--- config.mk ---
export PLATFORM = sky130hd
export DESIGN_NAME = trapezoid_motor_speed_profile
export DESIGN_NICKNAME = d
export VERILOG_FILES = /design/src/sv/tmsp_pkg.sv /design/src/sv/tmsp_div.sv /design/src/sv/trapezoid_motor_speed_profile.sv
export VERILOG_INCLUDE_DIRS = /design/src /design/src/sv
export SDC_FILE = /design/constraint.sdc
export NUM_CORES = 1
export LEC_CHECK = 0
export BUFFER_PORTS_ARGS = -buffer_cell sky130_fd_sc_hd__buf_2
export CELL_PAD_IN_SITES_DETAIL_PLACEMENT = 2
export CELL_PAD_IN_SITES_GLOBAL_PLACEMENT = 2
export CORE_MARGIN = 10
export CORE_UTILIZATION = 41
export DETAILED_ROUTE_END_ITERATION = 16
export GPL_TIMING_DRIVEN = 0
export PLACE_DENSITY_LB_ADDON = 0.1
export SYNTH_ARGS = -nofsm -noshare
export SYNTH_HDL_FRONTEND = slang
export SYNTH_HIERARCHICAL = 1
export SYNTH_SLANG_ARGS = --single-unit
--- constraint.sdc ---
create_clock -name clock -period 7.31 [get_ports clock]
set_input_delay 0.731 -clock clock [delete_from_list [all_inputs] [get_ports clock]]
set_output_delay 0.731 -clock clock [all_outputs]
set_load 0.01 [all_outputs]
--- src/sv/trapezoid_motor_speed_profile_macros.svh ---
// Assertion macros for the trapezoid motor speed profiler.
// Included by files that carry concurrent assertions; needs clock and reset in scope.
`ifndef TRAPEZOID_MOTOR_SPEED_PROFILE_MACROS_SVH
`define TRAPEZOID_MOTOR_SPEED_PROFILE_MACROS_SVH

// Consequent must hold in the same cycle as the antecedent.
`define TMSP_ASSERT_NOW(lbl, ante, cons, msg) \
   lbl: assert property (@(posedge clock) disable iff (reset) (ante) |-> (cons)) \
      else $error(msg);

// Consequent must hold in the cycle after the antecedent.
`define TMSP_ASSERT_NEXT(lbl, ante, cons, msg) \
   lbl: assert property (@(posedge clock) disable iff (reset) (ante) |=> (cons)) \
      else $error(msg);

`endif

--- src/sv/tmsp_pkg.sv ---
// Shared types and constants for the trapezoid motor speed profiler.
// No dependencies; used by tmsp_div and trapezoid_motor_speed_profile.
package tmsp_pkg;

   localparam int TIME_BITS_DEFAULT = 24;
   localparam int FIELD_TIME_W      = 24;
   localparam int SPEED_CODE_W      = 8;
   localparam int MAG_W             = 7;
   localparam int DUTY_W            = 12;
   localparam int SPEED_W           = 8;
   localparam int CSR_INDEX_W       = 1;
   localparam int CSR_DATA_W        = 24;

   localparam logic [SPEED_CODE_W-1:0] SPEED_FWD_MAX = 8'd100;
   localparam logic [SPEED_CODE_W-1:0] SPEED_REV_MAX = 8'd200;
   localparam logic [SPEED_CODE_W-1:0] SPEED_ZERO    = 8'd0;
   localparam logic [DUTY_W-1:0]       DUTY_FULL     = 12'd4000;

   localparam logic [CSR_INDEX_W-1:0] CSR_SPEED_CODE  = 1'd0;
   localparam logic [CSR_INDEX_W-1:0] CSR_RAMP_LENGTH = 1'd1;

   localparam logic OP_TICK  = 1'b0;
   localparam logic OP_START = 1'b1;

   typedef struct packed {
      logic                    opcode;
      logic [FIELD_TIME_W-1:0] move_length;
   } req_type;

   typedef struct packed {
      logic [DUTY_W-1:0]         pin1_duty;
      logic [DUTY_W-1:0]         pin2_duty;
      logic [DUTY_W-1:0]         enable_duty;
      logic signed [SPEED_W-1:0] current_speed;
      logic                      move_done;
   } rsp_type;

   typedef struct packed {
      logic busy;
      logic done;
   } div_stat_type;

   typedef enum logic [2:0] {
      ST_IDLE,
      ST_CHECK,
      ST_BOUNDS,
      ST_REGION,
      ST_MUL,
      ST_DIV,
      ST_FINISH
   } state_type;

endpackage

--- src/sv/tmsp_div.sv ---
// Iterative restoring divider, one quotient bit per cycle.
// Depends on tmsp_pkg for the status struct.
module tmsp_div #(
   parameter int DEN_W = 24,
   parameter int Q_W   = 7
) (
   input  logic                     clock,
   input  logic                     reset,
   input  logic                     start,
   input  logic [DEN_W+Q_W-1:0]     num,
   input  logic [DEN_W-1:0]         den,
   output tmsp_pkg::div_stat_type   stat,
   output logic [Q_W-1:0]           quotient
);
   import tmsp_pkg::*;

   localparam int N_W  = DEN_W + Q_W;
   localparam int CNT_W = $clog2(Q_W + 1);

   logic [N_W-1:0]   rem_ff, rem_in;
   logic [N_W-1:0]   dsr_ff, dsr_in;
   logic [Q_W-1:0]   q_ff, q_in;
   logic [CNT_W-1:0] cnt_ff, cnt_in;
   logic             busy_ff, busy_in;
   logic             done_ff, done_in;
   logic             ge;

   // The caller guarantees the quotient fits in Q_W bits.
   assign ge = (rem_ff >= dsr_ff);

   always_comb begin
      rem_in  = rem_ff;
      dsr_in  = dsr_ff;
      q_in    = q_ff;
      cnt_in  = cnt_ff;
      busy_in = busy_ff;
      done_in = 1'b0;
      if (start) begin
         rem_in  = num;
         dsr_in  = N_W'(den) << (Q_W - 1);
         q_in    = '0;
         cnt_in  = CNT_W'(Q_W);
         busy_in = 1'b1;
      end else if (busy_ff) begin
         if (ge) begin
            rem_in = rem_ff - dsr_ff;
         end
         q_in   = {q_ff[Q_W-2:0], ge};
         dsr_in = dsr_ff >> 1;
         cnt_in = cnt_ff - CNT_W'(1);
         if (cnt_ff == CNT_W'(1)) begin
            busy_in = 1'b0;
            done_in = 1'b1;
         end
      end
   end

   always_ff @(posedge clock) begin
      if (reset) begin
         busy_ff <= 1'b0;
         done_ff <= 1'b0;
         cnt_ff  <= '0;
      end else begin
         busy_ff <= busy_in;
         done_ff <= done_in;
         cnt_ff  <= cnt_in;
      end
      rem_ff <= rem_in;
      dsr_ff <= dsr_in;
      q_ff   <= q_in;
   end

   assign stat.busy = busy_ff;
   assign stat.done = done_ff;
   assign quotient  = q_ff;

endmodule

--- src/sv/trapezoid_motor_speed_profile.sv ---
// Trapezoid motor speed profiler: start and tick transactions in, duty results out.
// A ramp tick runs CHECK, BOUNDS, REGION, MUL, DIV and FINISH; a flat tick skips MUL and DIV, an
// ending tick goes from CHECK to FINISH, which waits for a free output slot. Start and idle ticks
// give no result. DIV waits on the 7-step iterative divider in tmsp_div (one quotient bit a cycle).
// Reset (synchronous, active high) clears the sequencer, the move state and both registers.
// Depends on tmsp_pkg, tmsp_div and trapezoid_motor_speed_profile_macros.svh.
`include "trapezoid_motor_speed_profile_macros.svh"

module trapezoid_motor_speed_profile #(
   parameter int TIME_BITS = tmsp_pkg::TIME_BITS_DEFAULT
) (
   input  logic                                 clock,
   input  logic                                 reset,
   input  logic                                 req_valid,
   output logic                                 req_ready,
   input  tmsp_pkg::req_type                    req_data,
   output logic                                 rsp_valid,
   input  logic                                 rsp_ready,
   output tmsp_pkg::rsp_type                    rsp_data,
   input  logic                                 csr_we,
   input  logic [tmsp_pkg::CSR_INDEX_W-1:0]     csr_index,
   input  logic [tmsp_pkg::CSR_DATA_W-1:0]      csr_wdata
);
   import tmsp_pkg::*;

   // Fields arrive at a fixed width; they are masked or zero-extended to TIME_BITS.
   localparam int EXT_W = (TIME_BITS > FIELD_TIME_W) ? TIME_BITS : FIELD_TIME_W;
   localparam int NUM_W = TIME_BITS + MAG_W;

   // Sequencer state.
   state_type state_ff, state_in;

   // Configuration registers.
   logic [SPEED_CODE_W-1:0] speed_code_ff, speed_code_in;
   logic [TIME_BITS-1:0]    ramp_ff, ramp_in;

   // Move state. The target speed is kept as a sign and a magnitude.
   logic                    moving_ff, moving_in;
   logic [TIME_BITS-1:0]    elapsed_ff, elapsed_in;
   logic [TIME_BITS-1:0]    len_ff, len_in;
   logic                    tgt_neg_ff, tgt_neg_in;
   logic [MAG_W-1:0]        tgt_mag_ff, tgt_mag_in;

   // Per-tick working registers.
   logic                    tri_ff, tri_in;
   logic [TIME_BITS-1:0]    mark_a_ff, mark_a_in;
   logic [TIME_BITS-1:0]    mark_b_ff, mark_b_in;
   logic [TIME_BITS-1:0]    dspan_ff, dspan_in;
   logic                    down_ff, down_in;
   logic [TIME_BITS-1:0]    x_ff, x_in;
   logic [TIME_BITS-1:0]    span_ff, span_in;
   logic [MAG_W-1:0]        mag_ff, mag_in;
   logic                    end_ff, end_in;

   // Output register.
   logic                    rsp_valid_ff, rsp_valid_in;
   rsp_type                 rsp_data_ff, rsp_data_in;

   // Control and datapath helpers.
   logic                    req_accept;
   logic                    slot_free;
   logic                    rsp_load;
   logic                    div_start;
   logic                    move_over;
   logic                    region_up;
   logic                    region_flat;
   logic [EXT_W-1:0]        len_ext;
   logic [EXT_W-1:0]        ramp_ext;
   logic [TIME_BITS-1:0]    elapsed_inc;
   logic [TIME_BITS-1:0]    half_len;
   logic [NUM_W-1:0]        div_num;
   logic [MAG_W-1:0]        div_q;
   div_stat_type            div_stat;
   logic [DUTY_W-1:0]       duty;
   logic [SPEED_W-1:0]      speed_mag;

   assign req_accept = req_valid && req_ready;
   // A finished result may be loaded when the output register is empty or draining.
   assign slot_free  = !rsp_valid_ff || rsp_ready;

   assign len_ext  = EXT_W'(req_data.move_length);
   assign ramp_ext = EXT_W'(csr_wdata);

   // The elapsed counter saturates at its all-ones value.
   assign elapsed_inc = (elapsed_ff == {TIME_BITS{1'b1}}) ? elapsed_ff
                                                          : elapsed_ff + TIME_BITS'(1);
   assign move_over   = (elapsed_ff >= len_ff);
   assign half_len    = len_ff >> 1;

   // Region of the profile for the current elapsed count. For a triangle both marks
   // sit at half the length, so the flat region is empty.
   assign region_up   = (elapsed_ff < mark_a_ff);
   assign region_flat = !region_up && (elapsed_ff < mark_b_ff);

   // Each ramp value is offset * |target| / span, truncated. The product is
   // registered inside the divider as its starting remainder.
   assign div_num = NUM_W'(x_ff) * NUM_W'(tgt_mag_ff);

   tmsp_div #(
      .DEN_W (TIME_BITS),
      .Q_W   (MAG_W)
   ) u_div (
      .clock    (clock),
      .reset    (reset),
      .start    (div_start),
      .num      (div_num),
      .den      (span_ff),
      .stat     (div_stat),
      .quotient (div_q)
   );

   // Next state.
   always_comb begin
      state_in = state_ff;
      case (state_ff)
         ST_IDLE: begin
            if (req_accept && (req_data.opcode == OP_TICK) && moving_ff) begin
               state_in = ST_CHECK;
            end
         end
         ST_CHECK: begin
            state_in = move_over ? ST_FINISH : ST_BOUNDS;
         end
         ST_BOUNDS: begin
            state_in = ST_REGION;
         end
         ST_REGION: begin
            state_in = region_flat ? ST_FINISH : ST_MUL;
         end
         ST_MUL: begin
            state_in = ST_DIV;
         end
         ST_DIV: begin
            if (div_stat.done) begin
               state_in = ST_FINISH;
            end
         end
         ST_FINISH: begin
            if (slot_free) begin
               state_in = ST_IDLE;
            end
         end
         default: begin
            state_in = ST_IDLE;
         end
      endcase
   end

   // Sequencer outputs.
   always_comb begin
      req_ready = 1'b0;
      div_start = 1'b0;
      rsp_load  = 1'b0;
      case (state_ff)
         ST_IDLE: begin
            req_ready = 1'b1;
         end
         ST_MUL: begin
            div_start = 1'b1;
         end
         ST_FINISH: begin
            rsp_load = slot_free;
         end
         default: begin
            req_ready = 1'b0;
         end
      endcase
   end

   // Configuration writes take effect at the next edge. The ramp length is read on
   // every tick, so a write is expected only while no move is being profiled.
   always_comb begin
      speed_code_in = speed_code_ff;
      ramp_in       = ramp_ff;
      if (csr_we) begin
         case (csr_index)
            CSR_SPEED_CODE: begin
               speed_code_in = csr_wdata[SPEED_CODE_W-1:0];
            end
            CSR_RAMP_LENGTH: begin
               ramp_in = ramp_ext[TIME_BITS-1:0];
            end
            default: begin
               ramp_in = ramp_ff;
            end
         endcase
      end
   end

   // Datapath.
   always_comb begin
      moving_in  = moving_ff;
      elapsed_in = elapsed_ff;
      len_in     = len_ff;
      tgt_neg_in = tgt_neg_ff;
      tgt_mag_in = tgt_mag_ff;
      tri_in     = tri_ff;
      mark_a_in  = mark_a_ff;
      mark_b_in  = mark_b_ff;
      dspan_in   = dspan_ff;
      down_in    = down_ff;
      x_in       = x_ff;
      span_in    = span_ff;
      mag_in     = mag_ff;
      end_in     = end_ff;
      case (state_ff)
         ST_IDLE: begin
            if (req_accept) begin
               if (req_data.opcode == OP_START) begin
                  // A start restarts the move and decodes the speed code.
                  len_in     = len_ext[TIME_BITS-1:0];
                  elapsed_in = '0;
                  moving_in  = 1'b1;
                  if (speed_code_ff == SPEED_ZERO) begin
                     tgt_neg_in = 1'b0;
                     tgt_mag_in = '0;
                  end else if (speed_code_ff <= SPEED_FWD_MAX) begin
                     tgt_neg_in = 1'b0;
                     tgt_mag_in = speed_code_ff[MAG_W-1:0];
                  end else if (speed_code_ff <= SPEED_REV_MAX) begin
                     tgt_neg_in = 1'b1;
                     tgt_mag_in = MAG_W'(speed_code_ff - SPEED_FWD_MAX);
                  end
               end else if (moving_ff) begin
                  elapsed_in = elapsed_inc;
               end
            end
         end
         ST_CHECK: begin
            end_in = move_over;
            mag_in = '0;
            // Triangle when the length is under twice the ramp.
            tri_in = ({1'b0, len_ff} < {ramp_ff, 1'b0});
         end
         ST_BOUNDS: begin
            if (tri_ff) begin
               mark_a_in = half_len;
               mark_b_in = half_len;
               dspan_in  = len_ff - half_len;
            end else begin
               mark_a_in = ramp_ff;
               mark_b_in = len_ff - ramp_ff;
               dspan_in  = ramp_ff;
            end
         end
         ST_REGION: begin
            if (region_up) begin
               down_in = 1'b0;
               x_in    = elapsed_ff;
               span_in = mark_a_ff;
            end else if (region_flat) begin
               mag_in = tgt_mag_ff;
            end else begin
               down_in = 1'b1;
               x_in    = elapsed_ff - mark_b_ff;
               span_in = dspan_ff;
            end
         end
         ST_DIV: begin
            if (div_stat.done) begin
               // Ramping down, the speed falls from the target by the quotient.
               mag_in = down_ff ? (tgt_mag_ff - div_q) : div_q;
            end
         end
         ST_FINISH: begin
            if (slot_free && end_ff) begin
               moving_in = 1'b0;
            end
         end
         default: begin
            mag_in = mag_ff;
         end
      endcase
   end

   // Duty is the magnitude times 40, built from two shifts.
   assign duty      = DUTY_W'({mag_ff, 5'b0}) + DUTY_W'({mag_ff, 3'b0});
   assign speed_mag = SPEED_W'(mag_ff);

   always_comb begin
      rsp_data_in = rsp_data_ff;
      if (rsp_load) begin
         rsp_data_in.pin1_duty     = tgt_neg_ff ? duty : '0;
         rsp_data_in.pin2_duty     = tgt_neg_ff ? '0 : duty;
         rsp_data_in.enable_duty   = end_ff ? '0 : DUTY_FULL;
         rsp_data_in.current_speed = tgt_neg_ff ? -$signed(speed_mag) : $signed(speed_mag);
         rsp_data_in.move_done     = end_ff;
      end
   end

   always_comb begin
      rsp_valid_in = rsp_valid_ff;
      if (rsp_load) begin
         rsp_valid_in = 1'b1;
      end else if (rsp_ready) begin
         rsp_valid_in = 1'b0;
      end
   end

   always_ff @(posedge clock) begin
      if (reset) begin
         state_ff      <= ST_IDLE;
         speed_code_ff <= '0;
         ramp_ff       <= '0;
         moving_ff     <= 1'b0;
         elapsed_ff    <= '0;
         len_ff        <= '0;
         tgt_neg_ff    <= 1'b0;
         tgt_mag_ff    <= '0;
         rsp_valid_ff  <= 1'b0;
      end else begin
         state_ff      <= state_in;
         speed_code_ff <= speed_code_in;
         ramp_ff       <= ramp_in;
         moving_ff     <= moving_in;
         elapsed_ff    <= elapsed_in;
         len_ff        <= len_in;
         tgt_neg_ff    <= tgt_neg_in;
         tgt_mag_ff    <= tgt_mag_in;
         rsp_valid_ff  <= rsp_valid_in;
      end
      tri_ff      <= tri_in;
      mark_a_ff   <= mark_a_in;
      mark_b_ff   <= mark_b_in;
      dspan_ff    <= dspan_in;
      down_ff     <= down_in;
      x_ff        <= x_in;
      span_ff     <= span_in;
      mag_ff      <= mag_in;
      end_ff      <= end_in;
      rsp_data_ff <= rsp_data_in;
   end

   assign rsp_valid = rsp_valid_ff;
   assign rsp_data  = rsp_data_ff;

   // The divider only reports a result while the sequencer is waiting for it.
   `TMSP_ASSERT_NOW(a_div_done_in_div, div_stat.done, state_ff == ST_DIV, "divider done outside DIV")
   // A profiled speed never exceeds the target magnitude.
   `TMSP_ASSERT_NOW(a_mag_bounded, rsp_load, mag_ff <= tgt_mag_ff, "speed above target")
   // Delivering the ending transaction stops the move.
   `TMSP_ASSERT_NEXT(a_end_stops, rsp_load && end_ff, !moving_ff, "move still running after end")
   // A tick taken during a move always starts the profile sequence.
   `TMSP_ASSERT_NEXT(a_tick_runs, req_accept && moving_ff && (req_data.opcode == OP_TICK), state_ff == ST_CHECK, "tick not processed")

endmodule
==> results of run 1 <==
[timing repair]
item                       in CTS  in global routing
buffers inserted                0                  0
setup endpoints to repair       0                  1
gates resized for setup         0                  3
[metrics by stage]
step / area [um2] / hold WS [ns]
floorplan: 26100 / 0.426
global placement: 27600 / 0.446
detailed placement: 27800 / 0.451
CTS: 29100 / 0.369
global route: 29200 / 0.388
finish: 29200 / 0.398
[worst max-delay path by stage]
| stage | endpoint | slack [ns] |
|---|---|---|
| 3_5_place_dp | u_div/rem_ff[24]$_DFFE_PP_ | 0.36 |
| 4_1_cts | u_div/rem_ff[24]$_DFFE_PP_ | 0.29 |
| 5_1_grt | u_div/rem_ff[27]$_DFFE_PP_ | 0.26 |
| 3_3_place_gp | mark_b_ff[22]$_DFFE_PP_ | -1.19 |
| 2_1_floorplan | dspan_ff[0]$_DFFE_PP_ | 0.83 |
| 6_report | u_div/rem_ff[24]$_DFFE_PP_ | 0.58 |
[cell usage in the layout, fill, tap and decap left out, drive strengths merged, types with 115 or more instances in the layout]
master and instances:
nand2 359, inv 285, ha 237, edfxtp 213
a21oi 206, o21ai 179, nor2 173, buf 133
clkbuf 132, and2 131, fa 115
[registers in the layout (all words and copies together) (netlist names), 7 cells and up]
| register | count |
|---|---|
| span_ff | 24 |
| ramp_ff | 24 |
| mark_a_ff | 24 |
| mag_ff | 7 |
| speed_code_ff | 8 |
| len_ff | 24 |
| x_ff | 24 |
| elapsed_ff | 24 |
| mark_b_ff | 24 |
| rsp_data | 28 |
| u_div/rem_ff | 31 |
| dspan_ff | 24 |
| u_div/quotient | 7 |
| u_div/dsr_ff | 30 |
| tgt_mag_ff | 7 |
[cell type report]
type / count / area (um2)
clock inverter: 28 / 330
inverter: 286 / 1090
timing repair buffer: 97 / 564
multi-input combinational: 2143 / 15800
clock buffer: 46 / 1070
buffer: 123 / 668
sequential: 324 / 8620
fill: 6873 / 33800
tap: 846 / 1060
[metal layers]
layer  up-vias  global-route usage
met5         -                   0
li1      10300                   -
met2       292               0.469
met3       151              0.0208
met4         0              0.0978
met1     11000               0.284
[where the power goes]
part,internal (mW),switching (mW),total (mW)
Clock,1.30,0.845,2.14
Combinational,0.645,1.02,1.67
Sequential,2.05,0.0774,2.13
Total,3.99,1.94,5.93
[worst max-delay path, cell delays in order, from the launching register on]
cell and delay, ns:
sky130_fd_sc_hd__dfxtp_1 0.31, sky130_fd_sc_hd__clkbuf_1 0.55, sky130_fd_sc_hd__clkbuf_2 0.50, sky130_fd_sc_hd__nand2_1 0.16, sky130_fd_sc_hd__fa_1 0.53, sky130_fd_sc_hd__fa_1 0.56, sky130_fd_sc_hd__inv_1 0.06, sky130_fd_sc_hd__fa_1 0.54
sky130_fd_sc_hd__inv_1 0.06, sky130_fd_sc_hd__fa_1 0.53, sky130_fd_sc_hd__inv_1 0.04, sky130_fd_sc_hd__ha_1 0.36, sky130_fd_sc_hd__o21ai_0 0.12, sky130_fd_sc_hd__o21bai_1 0.14, sky130_fd_sc_hd__a31o_2 0.30, sky130_fd_sc_hd__a221oi_2 0.40
sky130_fd_sc_hd__o21ai_1 0.15, sky130_fd_sc_hd__a31oi_1 0.35, sky130_fd_sc_hd__mux2i_1 0.26, sky130_fd_sc_hd__a211oi_1 0.08, sky130_fd_sc_hd__o221a_2 0.28, sky130_fd_sc_hd__o311a_1 0.15
==> flow_summary_export.csv, run 1 <==
group,metric,value,unit
worst_setup_path,timing_worst_setup_path_type,"reg -> reg",
floorplanning,fp.dieW,272,um
flow_run,maxCapViolations,0,
sta,worstMarginPinSlew,1.30,ns
sta,layout_worst_path_cycle_share,0.921,
worst_setup_path,critPathCaptureType,"flop",
sta,finalWorstSetupSlack,0.581,ns
global_routing,grt_pass1_wl,145000,um
clock_tree,tritoncts,"done",
global_routing,track_usage,0.248,
clock_tree,cts-hold-fix-buffers,0,
route,drt_wl_total,92400,um
status,status,"completed",
global_routing,first_global_vias,24900,
worst_setup_path,timing.rr.end,"u_div/rem_ff[24]$_DFFE_PP_",
floorplanning,boundaryPins,102,
route,vias,21700,
worst_setup_path,r2r_setup_slack,0.58,ns
placed_design,dp.final_hpwl,75900,um
pwr,power_per_cell_area,204,nW/um2
placed_design,port_buffers,89,
clock_tree,clock_sink_count,324,
route,routed-wl-met2,48700,um
floorplanning,std_cell_rows,92,
sta,final_setup_tns,0,ns
global_routing,grt_start_max_net_pins,35,
finish,antenna-diode-count,0,
worst_hold_path,hold_path_class,"in -> reg",
pwr,cellLeakagePower,12.4,nW
worst_setup_path,worst-r2r-cell-count,21,
route,detailedRoute.firstIterationViolations,879,
global_routing,overflow,0,
route,wl_met3,1800,um
finish,final_layout_size_suffix_gt1_frac,0.0857,
sta,grt_setup_unrepaired,"no",
floorplanning,die_height,272,um
sta,timing_max_transition_violations_final,0,
clock_tree,clkLatencyLatePin,0.57,ns
route,route.antenna.remaining_nets,0,
route,vias_per_cell,5.58,
finish,syn_to_final_growth,11.9,%
finish,final_net_count,3422,
sta,final_hold_viol_count,0,
sta,finalSetupViolations,0,
clock_tree,path_clk_slew,0.06,ns
sta,slew-limit-headroom,0.126,
placed_design,placer_congestion,0.937,
worst_hold_path,worst_hold_startpoint,"req_data[12]",
pwr,power.ir.vdd_worst,0.000151,V
pwr,power_after_layout,5.93,mW
placed_design,dp_worst_setup_slack,0.358,ns
sta,finalClockSkew,0.0244,ns
worst_hold_path,min_delay_path_depth,3,
finish,fin_cells,3893,
worst_hold_path,hold_path_endpoint,"len_ff[12]$_SDFFE_PP0P_",
clock_tree,cts_buffer_depth,3,
sta,fmax,149,MHz
sta,period_needed,6.73,ns
worst_setup_path,rr_startpoint,"tgt_mag_ff[6]$_SDFFE_PP0P_",
floorplanning,initial_utilization,0.414,
global_routing,antenna_found_initial,0,
route,dr.max_layer_used,"met4",
worst_setup_path,start_kind,"flop",
floorplanning,coreArea,63000,um2
worst_setup_path,req_time_crit_path,7.60,ns
route,drt_pass1_iterations,5,
clock_tree,number_of_buffers_added_by_the_clock_tree_synthesis_step,40,
clock_tree,h_tree_lvls,2,
yosys,syn_avg_cell_area,9.10,um2
clock_tree,clk_root_buffer_cell,"sky130_fd_sc_hd__clkbuf_16",
route,drc,0,
yosys,yosysWarningCount,6,
yosys,netlist_instances,2865,
finish,final_core_util,0.463,
worst_setup_path,critical_path.max_fanout,10,
worst_setup_path,crit_path_start,"tgt_mag_ff[6]$_SDFFE_PP0P_",
route,route.layer.met1.wl,38100,um
placed_design,dp.cells,3819,
worst_setup_path,timing.critical_path.arrival,7.02,ns
route,avgRoutedWirePerCell,23.7,um
floorplanning,die_area,74000,um2
yosys,mappedNetlistArea,26100,um2
Power figures use the tool's default switching activity.
==> inputs of run 2 (changes only) <==
--- a/config.mk
+++ b/config.mk
@@ -6,12 +6,14 @@
 export SDC_FILE = /design/constraint.sdc
 export NUM_CORES = 1
 export LEC_CHECK = 0
+export ABC_AREA = 1
 export BUFFER_PORTS_ARGS = -buffer_cell sky130_fd_sc_hd__buf_2
 export CELL_PAD_IN_SITES_DETAIL_PLACEMENT = 2
 export CELL_PAD_IN_SITES_GLOBAL_PLACEMENT = 2
 export CORE_MARGIN = 10
-export CORE_UTILIZATION = 41
+export CORE_UTILIZATION = 38
 export DETAILED_ROUTE_END_ITERATION = 16
+export GPL_ROUTABILITY_DRIVEN = 0
 export GPL_TIMING_DRIVEN = 0
 export PLACE_DENSITY_LB_ADDON = 0.1
 export SYNTH_ARGS = -nofsm -noshare
==> run 2 against run 1 <==
Against the previous run:
- power decreased by 2.6%
- sequential power down 4%
- clock skew rose by 0.010 ns
- largest cell class unchanged
==> flow_summary_export.csv, run 2 <==
group,metric,value,unit
worst_setup_path,rr_startpoint,"tgt_mag_ff[6]$_SDFFE_PP0P_",
floorplanning,die_height,289,um
clock_tree,clkLatencyLatePin,0.61,ns
floorplanning,boundaryPins,102,
flow_run,maxCapViolations,0,
global_routing,overflow,0,
pwr,power.ir.vdd_worst,0.000149,V
finish,commonest_cells_after_routing_fill_and_taps_aside,"sky130_fd_sc_hd__nand2_1, sky130_fd_sc_hd__inv_1, sky130_fd_sc_hd__a21oi_1",
clock_tree,clock_sink_count,324,
finish,fillers,8626,
worst_setup_path,worst_setup_path_endpoint,"u_div/rem_ff[27]$_DFFE_PP_",
sta,worstMarginPinSlew,1.04,ns
global_routing,track_usage,0.276,
finish,final_layout_size_suffix_gt1_frac,0.0659,
floorplanning,fp.dieW,289,um
route,vias,26300,
global_routing,grt_pass1_wl,178000,um
finish,top_register,"u_div/rem_ff",
pwr,power.share.clock,0.346,
worst_setup_path,top_delay_family_on_crit_path,"adder cells",
worst_setup_path,critical_path.max_fanout,10,
placed_design,dp.final_hpwl,95300,um
finish,syn_to_final_growth,11.2,%
sta,slew-limit-headroom,0.303,
worst_setup_path,critPathCaptureType,"flop",
pwr,p_comb_frac,0.301,
sta,final_setup_tns,0,ns
route,drc,0,
worst_setup_path,critical-path-slowest-cell,"sky130_fd_sc_hd__clkbuf_1",
route,drt_pass1_iterations,6,
clock_tree,postCtsSetupRepairBufs,0,
sta,grt_setup_unrepaired,"no",
global_routing,grt_start_max_net_pins,34,
sta,finalSetupViolations,0,
floorplanning,initial_utilization,0.385,
sta,fmax,164,MHz
clock_tree,h_tree_lvls,2,
clock_tree,post_cts.resized_instances,0,
worst_setup_path,critPathBufInv,6,
worst_setup_path,req_time_crit_path,7.65,ns
pwr,seq_power_share,0.353,
sta,finalClockSkew,0.0349,ns
worst_hold_path,worst_hold_startpoint,"reset",
sta,layout_worst_path_cycle_share,0.836,
worst_setup_path,worst-r2r-cell-count,22,
sta,timing_max_transition_violations_final,0,
yosys,netlist_instances,3733,
sta,final.hold.worst_slack,0.403,ns
worst_setup_path,timing_worst_setup_path_type,"reg -> reg",
worst_setup_path,critical-path-max-stage-delay,0.62,ns
clock_tree,cts_buffer_depth,3,
pwr,internal_power,3.64,mW
worst_setup_path,timing.critical_path.arrival,6.45,ns
worst_setup_path,timing.rr.end,"u_div/rem_ff[27]$_DFFE_PP_",
yosys,mappedNetlistArea,27500,um2
route,vias_per_cell,5.41,
finish,final_net_count,4291,
yosys,syn_avg_cell_area,7.38,um2
floorplanning,die_area,83600,um2
worst_setup_path,cp_common_cell,"sky130_fd_sc_hd__nand2_1",
pwr,netSwitchingPower,2.13,mW
worst_setup_path,start_kind,"flop",
yosys,yosysWarningCount,6,
route,route.antenna.remaining_nets,0,
clock_tree,tritoncts,"done",
clock_tree,path_clk_slew,0.06,ns
status,status,"completed",
pwr,power_per_cell_area,189,nW/um2
route,detailedRoute.firstIterationViolations,1409,
finish,largest_register_ffs,31,
worst_setup_path,crit_path_start,"tgt_mag_ff[6]$_SDFFE_PP0P_",
route,drt_wl_total,116000,um
finish,final_core_util,0.428,
finish,antenna-diode-count,0,
worst_setup_path,r2r_setup_slack,1.20,ns
sta,period_needed,6.11,ns
pwr,power.share.switching,0.369,
clock_tree,number_of_buffers_added_by_the_clock_tree_synthesis_step,40,
floorplanning,coreArea,71600,um2
global_routing,first_global_vias,28900,
pwr,cellLeakagePower,15.1,nW
clock_tree,clk_root_buffer_cell,"sky130_fd_sc_hd__clkbuf_16",
global_routing,antenna_found_initial,2,
route,avgRoutedWirePerCell,23.9,um
floorplanning,std_cell_rows,98,
placed_design,port_buffers,89,
worst_setup_path,worstSetupPathDepth,22,
clock_tree,cts-hold-fix-buffers,0,
finish,mostFrequentLayoutCell,"sky130_fd_sc_hd__nand2_1",
worst_setup_path,path_cells,"clkbuf_1, clkbuf_1, nand2_1, fa_1, fa_1, inv_1, fa_1, inv_1, fa_1, inv_1, ha_1, a21oi_1, a21boi_0, inv_1, nand2_1, nand2_1, nand4_1, o211ai_1, nand2_1, nand2_1, nand2_1, nand2_1",
worst_hold_path,hold_path_class,"in -> reg",
sta,final_hold_viol_count,0,
## run 2: how the worst min path moves through the flow
stage | end | cells after the start
2_1_floorplan | rsp_data[0]$_DFFE_PP_ | 0
6_report | u_div/busy_ff$_SDFF_PP0_ | 2
5_1_grt | u_div/busy_ff$_SDFF_PP0_ | 2
3_3_place_gp | u_div/dsr_ff[0]$_SDFFE_PP0P_ | 2
3_5_place_dp | u_div/dsr_ff[0]$_SDFFE_PP0P_ | 2
4_1_cts | u_div/busy_ff$_SDFF_PP0_ | 2
## run 2: routing by layer
layer | GRT usage | wire (um)
met4 | 0.112 | 5110
met1 | 0.341 | 50300
met5 | 0 | 0
met2 | 0.489 | 57600
met3 | 0.0253 | 3480
## run 2: layout make-up
class	count	area (um2)	share of cell area
clock buffer	56	1100	0.0360
sequential	324	8620	0.281
inverter	667	2500	0.0817
tap	950	1190	0.0388
clock inverter	18	173	0.00564
multi-input combinational	2647	16000	0.521
buffer	106	523	0.0171
timing repair buffer	98	568	0.0185
## run 2: worst reg2reg max path, cell delays in order (launching register included)
cell and delay (ns):
sky130_fd_sc_hd__dfxtp_1 0.32, sky130_fd_sc_hd__clkbuf_1 0.62, sky130_fd_sc_hd__clkbuf_1 0.61, sky130_fd_sc_hd__nand2_1 0.18
sky130_fd_sc_hd__fa_1 0.54, sky130_fd_sc_hd__fa_1 0.55, sky130_fd_sc_hd__inv_1 0.06, sky130_fd_sc_hd__fa_1 0.53
sky130_fd_sc_hd__inv_1 0.06, sky130_fd_sc_hd__fa_1 0.54, sky130_fd_sc_hd__inv_1 0.05, sky130_fd_sc_hd__ha_1 0.34
sky130_fd_sc_hd__a21oi_1 0.27, sky130_fd_sc_hd__a21boi_0 0.32, sky130_fd_sc_hd__inv_1 0.10, sky130_fd_sc_hd__nand2_1 0.07
sky130_fd_sc_hd__nand2_1 0.16, sky130_fd_sc_hd__nand4_1 0.15, sky130_fd_sc_hd__o211ai_1 0.10, sky130_fd_sc_hd__nand2_1 0.08
sky130_fd_sc_hd__nand2_1 0.06, sky130_fd_sc_hd__nand2_1 0.09, sky130_fd_sc_hd__nand2_1 0.06
## run 2: per-stage QoR
stage	instance area [um2]	power (mW)	cells	setup WS (ns)
global route	30600	6.07	4866	0.832
CTS	30600	5.81	4866	1.15
detailed placement	29400	3.80	4792	1.18
floorplan	27600	3.17	3744	1.38
global placement	29200	3.72	4783	-0.579
finish	30600	5.78	4866	1.20
## run 2: power by group through the flow
stage / combinational [mW] / sequential (mW) / clock [mW]
6_report: 1.74 / 2.04 / 2.00
5_1_grt: 1.93 / 2.04 / 2.10
4_1_cts: 1.74 / 2.04 / 2.03
3_5_place_dp: 1.72 / 2.07 / 0
3_3_place_gp: 1.65 / 2.07 / 0
2_1_floorplan: 1.11 / 2.05 / 0
==> inputs of run 3 (changes only) <==
--- a/config.mk
+++ b/config.mk
@@ -6,12 +6,12 @@
 export SDC_FILE = /design/constraint.sdc
 export NUM_CORES = 1
 export LEC_CHECK = 0
-export ABC_AREA = 1
+export ABC_AREA = 0
 export BUFFER_PORTS_ARGS = -buffer_cell sky130_fd_sc_hd__buf_2
 export CELL_PAD_IN_SITES_DETAIL_PLACEMENT = 2
 export CELL_PAD_IN_SITES_GLOBAL_PLACEMENT = 2
 export CORE_MARGIN = 10
-export CORE_UTILIZATION = 38
+export CORE_UTILIZATION = 37
 export DETAILED_ROUTE_END_ITERATION = 16
 export GPL_ROUTABILITY_DRIVEN = 0
 export GPL_TIMING_DRIVEN = 0
==> constraint.sdc (replaced) <==
create_clock -name clock -period 5 [get_ports clock]
set_input_delay 0.5 -clock clock [delete_from_list [all_inputs] [get_ports clock]]
set_output_delay 0.5 -clock clock [all_outputs]
set_load 0.01 [all_outputs]
==> run 3 against run 2 <==
Against the previous run:
- first-iteration DRC count fell by 22%
- critical endpoint unchanged
- count of clock-buffer cells in the layout rose by 5
- critical path depth decreased by 3
- largest cell class unchanged
- via count shrank 16%
- clock skew fell by 0.0050 ns
- the flow now finishes with violations (setup timing)
- flip-flop and latch count unchanged
- design area shrank 0.39%
- global-route usage decreased by 4.1 points
- sequential share of layout area increased by 0.18 points
- clock power up 43%
==> flow_summary_export.csv, run 3 (synthesis gave the netlist of run 1 again) <==
group,metric,value,unit
status,failing_checks,"setup timing",
sta,final_hold_viol_count,0,
sta,finalWorstSetupSlack,-0.520,ns
global_routing,track_usage,0.235,
worst_setup_path,critical-path-max-stage-delay,0.55,ns
pwr,cellLeakagePower,12.9,nW
placed_design,dp.cells,3911,
sta,timing_max_transition_violations_final,0,
route,vias,22100,
status,status,"finished with violations",
pwr,power_after_layout,8.76,mW
floorplanning,die_area,81400,um2
worst_setup_path,critPathCaptureType,"flop",
global_routing,grt_start_max_net_pins,35,
clock_tree,cts-hold-fix-buffers,0,
worst_setup_path,timing_worst_setup_path_type,"reg -> reg",
clock_tree,number_of_buffers_added_by_the_clock_tree_synthesis_step,40,
clock_tree,clock_sink_count,324,
clock_tree,tritoncts,"done",
sta,final.hold.worst_slack,0.158,ns
sta,layout_worst_path_cycle_share,1.10,
floorplanning,coreArea,69900,um2
finish,mostFrequentLayoutCell,"sky130_fd_sc_hd__nand2_1",
placed_design,dp.final_hpwl,75900,um
worst_setup_path,start_kind,"flop",
global_routing,grt_pass1_wl,150000,um
global_routing,first_global_vias,25100,
worst_setup_path,req_time_crit_path,5.36,ns
sta,grt_setup_unrepaired,"yes",
pwr,power.ir.vdd_worst,0.000215,V
pwr,power_per_cell_area,287,nW/um2
sta,finalSetupViolations,15,
route,avgRoutedWirePerCell,24.1,um
sta,worstMarginPinSlew,1.17,ns
route,detailedRoute.firstIterationViolations,1106,
worst_setup_path,critical_path.max_fanout,4,
sta,finalClockSkew,0.0298,ns
global_routing,overflow,0,
worst_setup_path,cp_common_cell,"sky130_fd_sc_hd__fa_1",
finish,final_core_util,0.436,
finish,top_register,"u_div/rem_ff",
route,drt_wl_total,97600,um
floorplanning,die_height,285,um
worst_hold_path,hold_path_class,"in -> reg",
clock_tree,clkLatencyLatePin,0.58,ns
finish,antenna-diode-count,0,
floorplanning,initial_utilization,0.373,
clock_tree,h_tree_lvls,2,
route,vias_per_cell,5.45,
worst_setup_path,timing.critical_path.arrival,5.88,ns
route,drc,0,
finish,syn_to_final_growth,17.1,%
finish,fillers,7594,
global_routing,antenna_found_initial,0,
flow_run,maxCapViolations,0,
clock_tree,cts_buffer_depth,3,
sta,period_needed,5.52,ns
floorplanning,std_cell_rows,97,
floorplanning,fp.dieW,285,um
finish,largest_register_ffs,31,
clock_tree,clk_root_buffer_cell,"sky130_fd_sc_hd__clkbuf_16",
finish,final_net_count,3484,
finish,commonest_cells_after_routing_fill_and_taps_aside,"sky130_fd_sc_hd__nand2_1, sky130_fd_sc_hd__inv_1, sky130_fd_sc_hd__ha_1",
floorplanning,boundaryPins,102,
worst_setup_path,path_cells,"buf_6, and2_4, fa_1, fa_2, fa_1, inv_2, fa_1, inv_2, ha_4, a21o_1, nand3b_1, o21ai_4, o2111ai_2, a41o_1, a21o_1, a21oi_2, xnor2_2, o221ai_2, nor3_2",
clock_tree,path_clk_slew,0.06,ns
route,route.antenna.remaining_nets,0,
finish,final_layout_size_suffix_gt1_frac,0.141,
sta,slew-limit-headroom,0.211,
placed_design,port_buffers,89,
sta,fmax,181,MHz
route,drt_pass1_iterations,5,
finish,fin_cells,4048,
worst_setup_path,critical-path-slowest-cell,"sky130_fd_sc_hd__edfxtp_1",
[run 3: changes by cell type in the layout (fill, tap and decap cells not counted), sizes merged, moves of 42 or more]
cell   delta
a21o     +49
a21oi    -83
and2    +126
buf      +60
inv     -379
nand2   -615
nand3   -117
nor2     -83
o21ai   -120
xnor2    +42
[run 3: worst paths after layout]
path | from | endpoint | slack (ns) | cells after the start
worst min register to register | ramp_ff[20]$_SDFFE_PP0P_ | ramp_ff[20]$_SDFFE_PP0P_ | 0.46 | 2
worst max-delay path | x_ff[7]$_DFFE_PP_ | u_div/rem_ff[27]$_DFFE_PP_ | -0.52 | 19
worst min-delay path | req_data[2] | len_ff[2]$_SDFFE_PP0P_ | 0.16 | 3
worst max register to register | x_ff[7]$_DFFE_PP_ | u_div/rem_ff[27]$_DFFE_PP_ | -0.52 | 19
[run 3: critical path: cells and delay by family (launching register included)]
| family | cells | cell delay [ns] |
|---|---|---|
| adder cells (fa/ha/maj) | 5 | 2.30 |
| flip-flops | 1 | 0.55 |
| XOR/XNOR | 1 | 0.17 |
| buffers and inverters | 3 | 0.30 |
| AND/OR/NAND/NOR | 3 | 0.61 |
| AO/OA/AOI/OAI | 7 | 1.36 |
[run 3: layout make-up]
| cell class | instances | area (um2) | share of cell area |
|---|---|---|---|
| Buffer | 121 | 836 | 0.0274 |
| Tap cell | 940 | 1180 | 0.0385 |
| Inverter | 286 | 1090 | 0.0356 |
| Multi-Input combinational cell | 2143 | 16400 | 0.537 |
| Clock buffer | 61 | 1150 | 0.0377 |
| Sequential cell | 324 | 8640 | 0.283 |
| Timing Repair Buffer | 161 | 1130 | 0.0372 |
| Clock inverter | 12 | 108 | 0.00353 |
[run 3: layer usage]
metal,wire length [um],global-route usage,share of wire
met2,50600,0.439,0.52
met3,1900,0.0207,0.019
met5,0,0,0
met1,41000,0.271,0.42
met4,4110,0.0954,0.042
[run 3: metrics by stage]
stage                     area, um2  worst slack [ns]  TNS (ns)
final                         30500            -0.520     -3.69
after global routing          30500            -0.596     -6.09
after CTS                     30300            -0.447     -2.36
after detailed placement      28000             -1.68    -16.84
after global placement        27800             -2.03   -111.64
after floorplan               26200           0.00658         0
[run 3: timing repair]
action                     in CTS  in global routing
gates resized for setup       150                 40
setup endpoints to repair      23                 20
pin swaps                      83                 39
setup buffers                  62                  9
[run 3: power by group]
part / leakage, nW / switching, mW / internal, mW / total, mW
Clock: 0.609 / 1.21 / 1.64 / 2.86
Sequential: 2.81 / 0.110 / 2.99 / 3.11
Combinational: 9.45 / 1.66 / 1.14 / 2.80
Total: 12.9 / 2.99 / 5.77 / 8.76
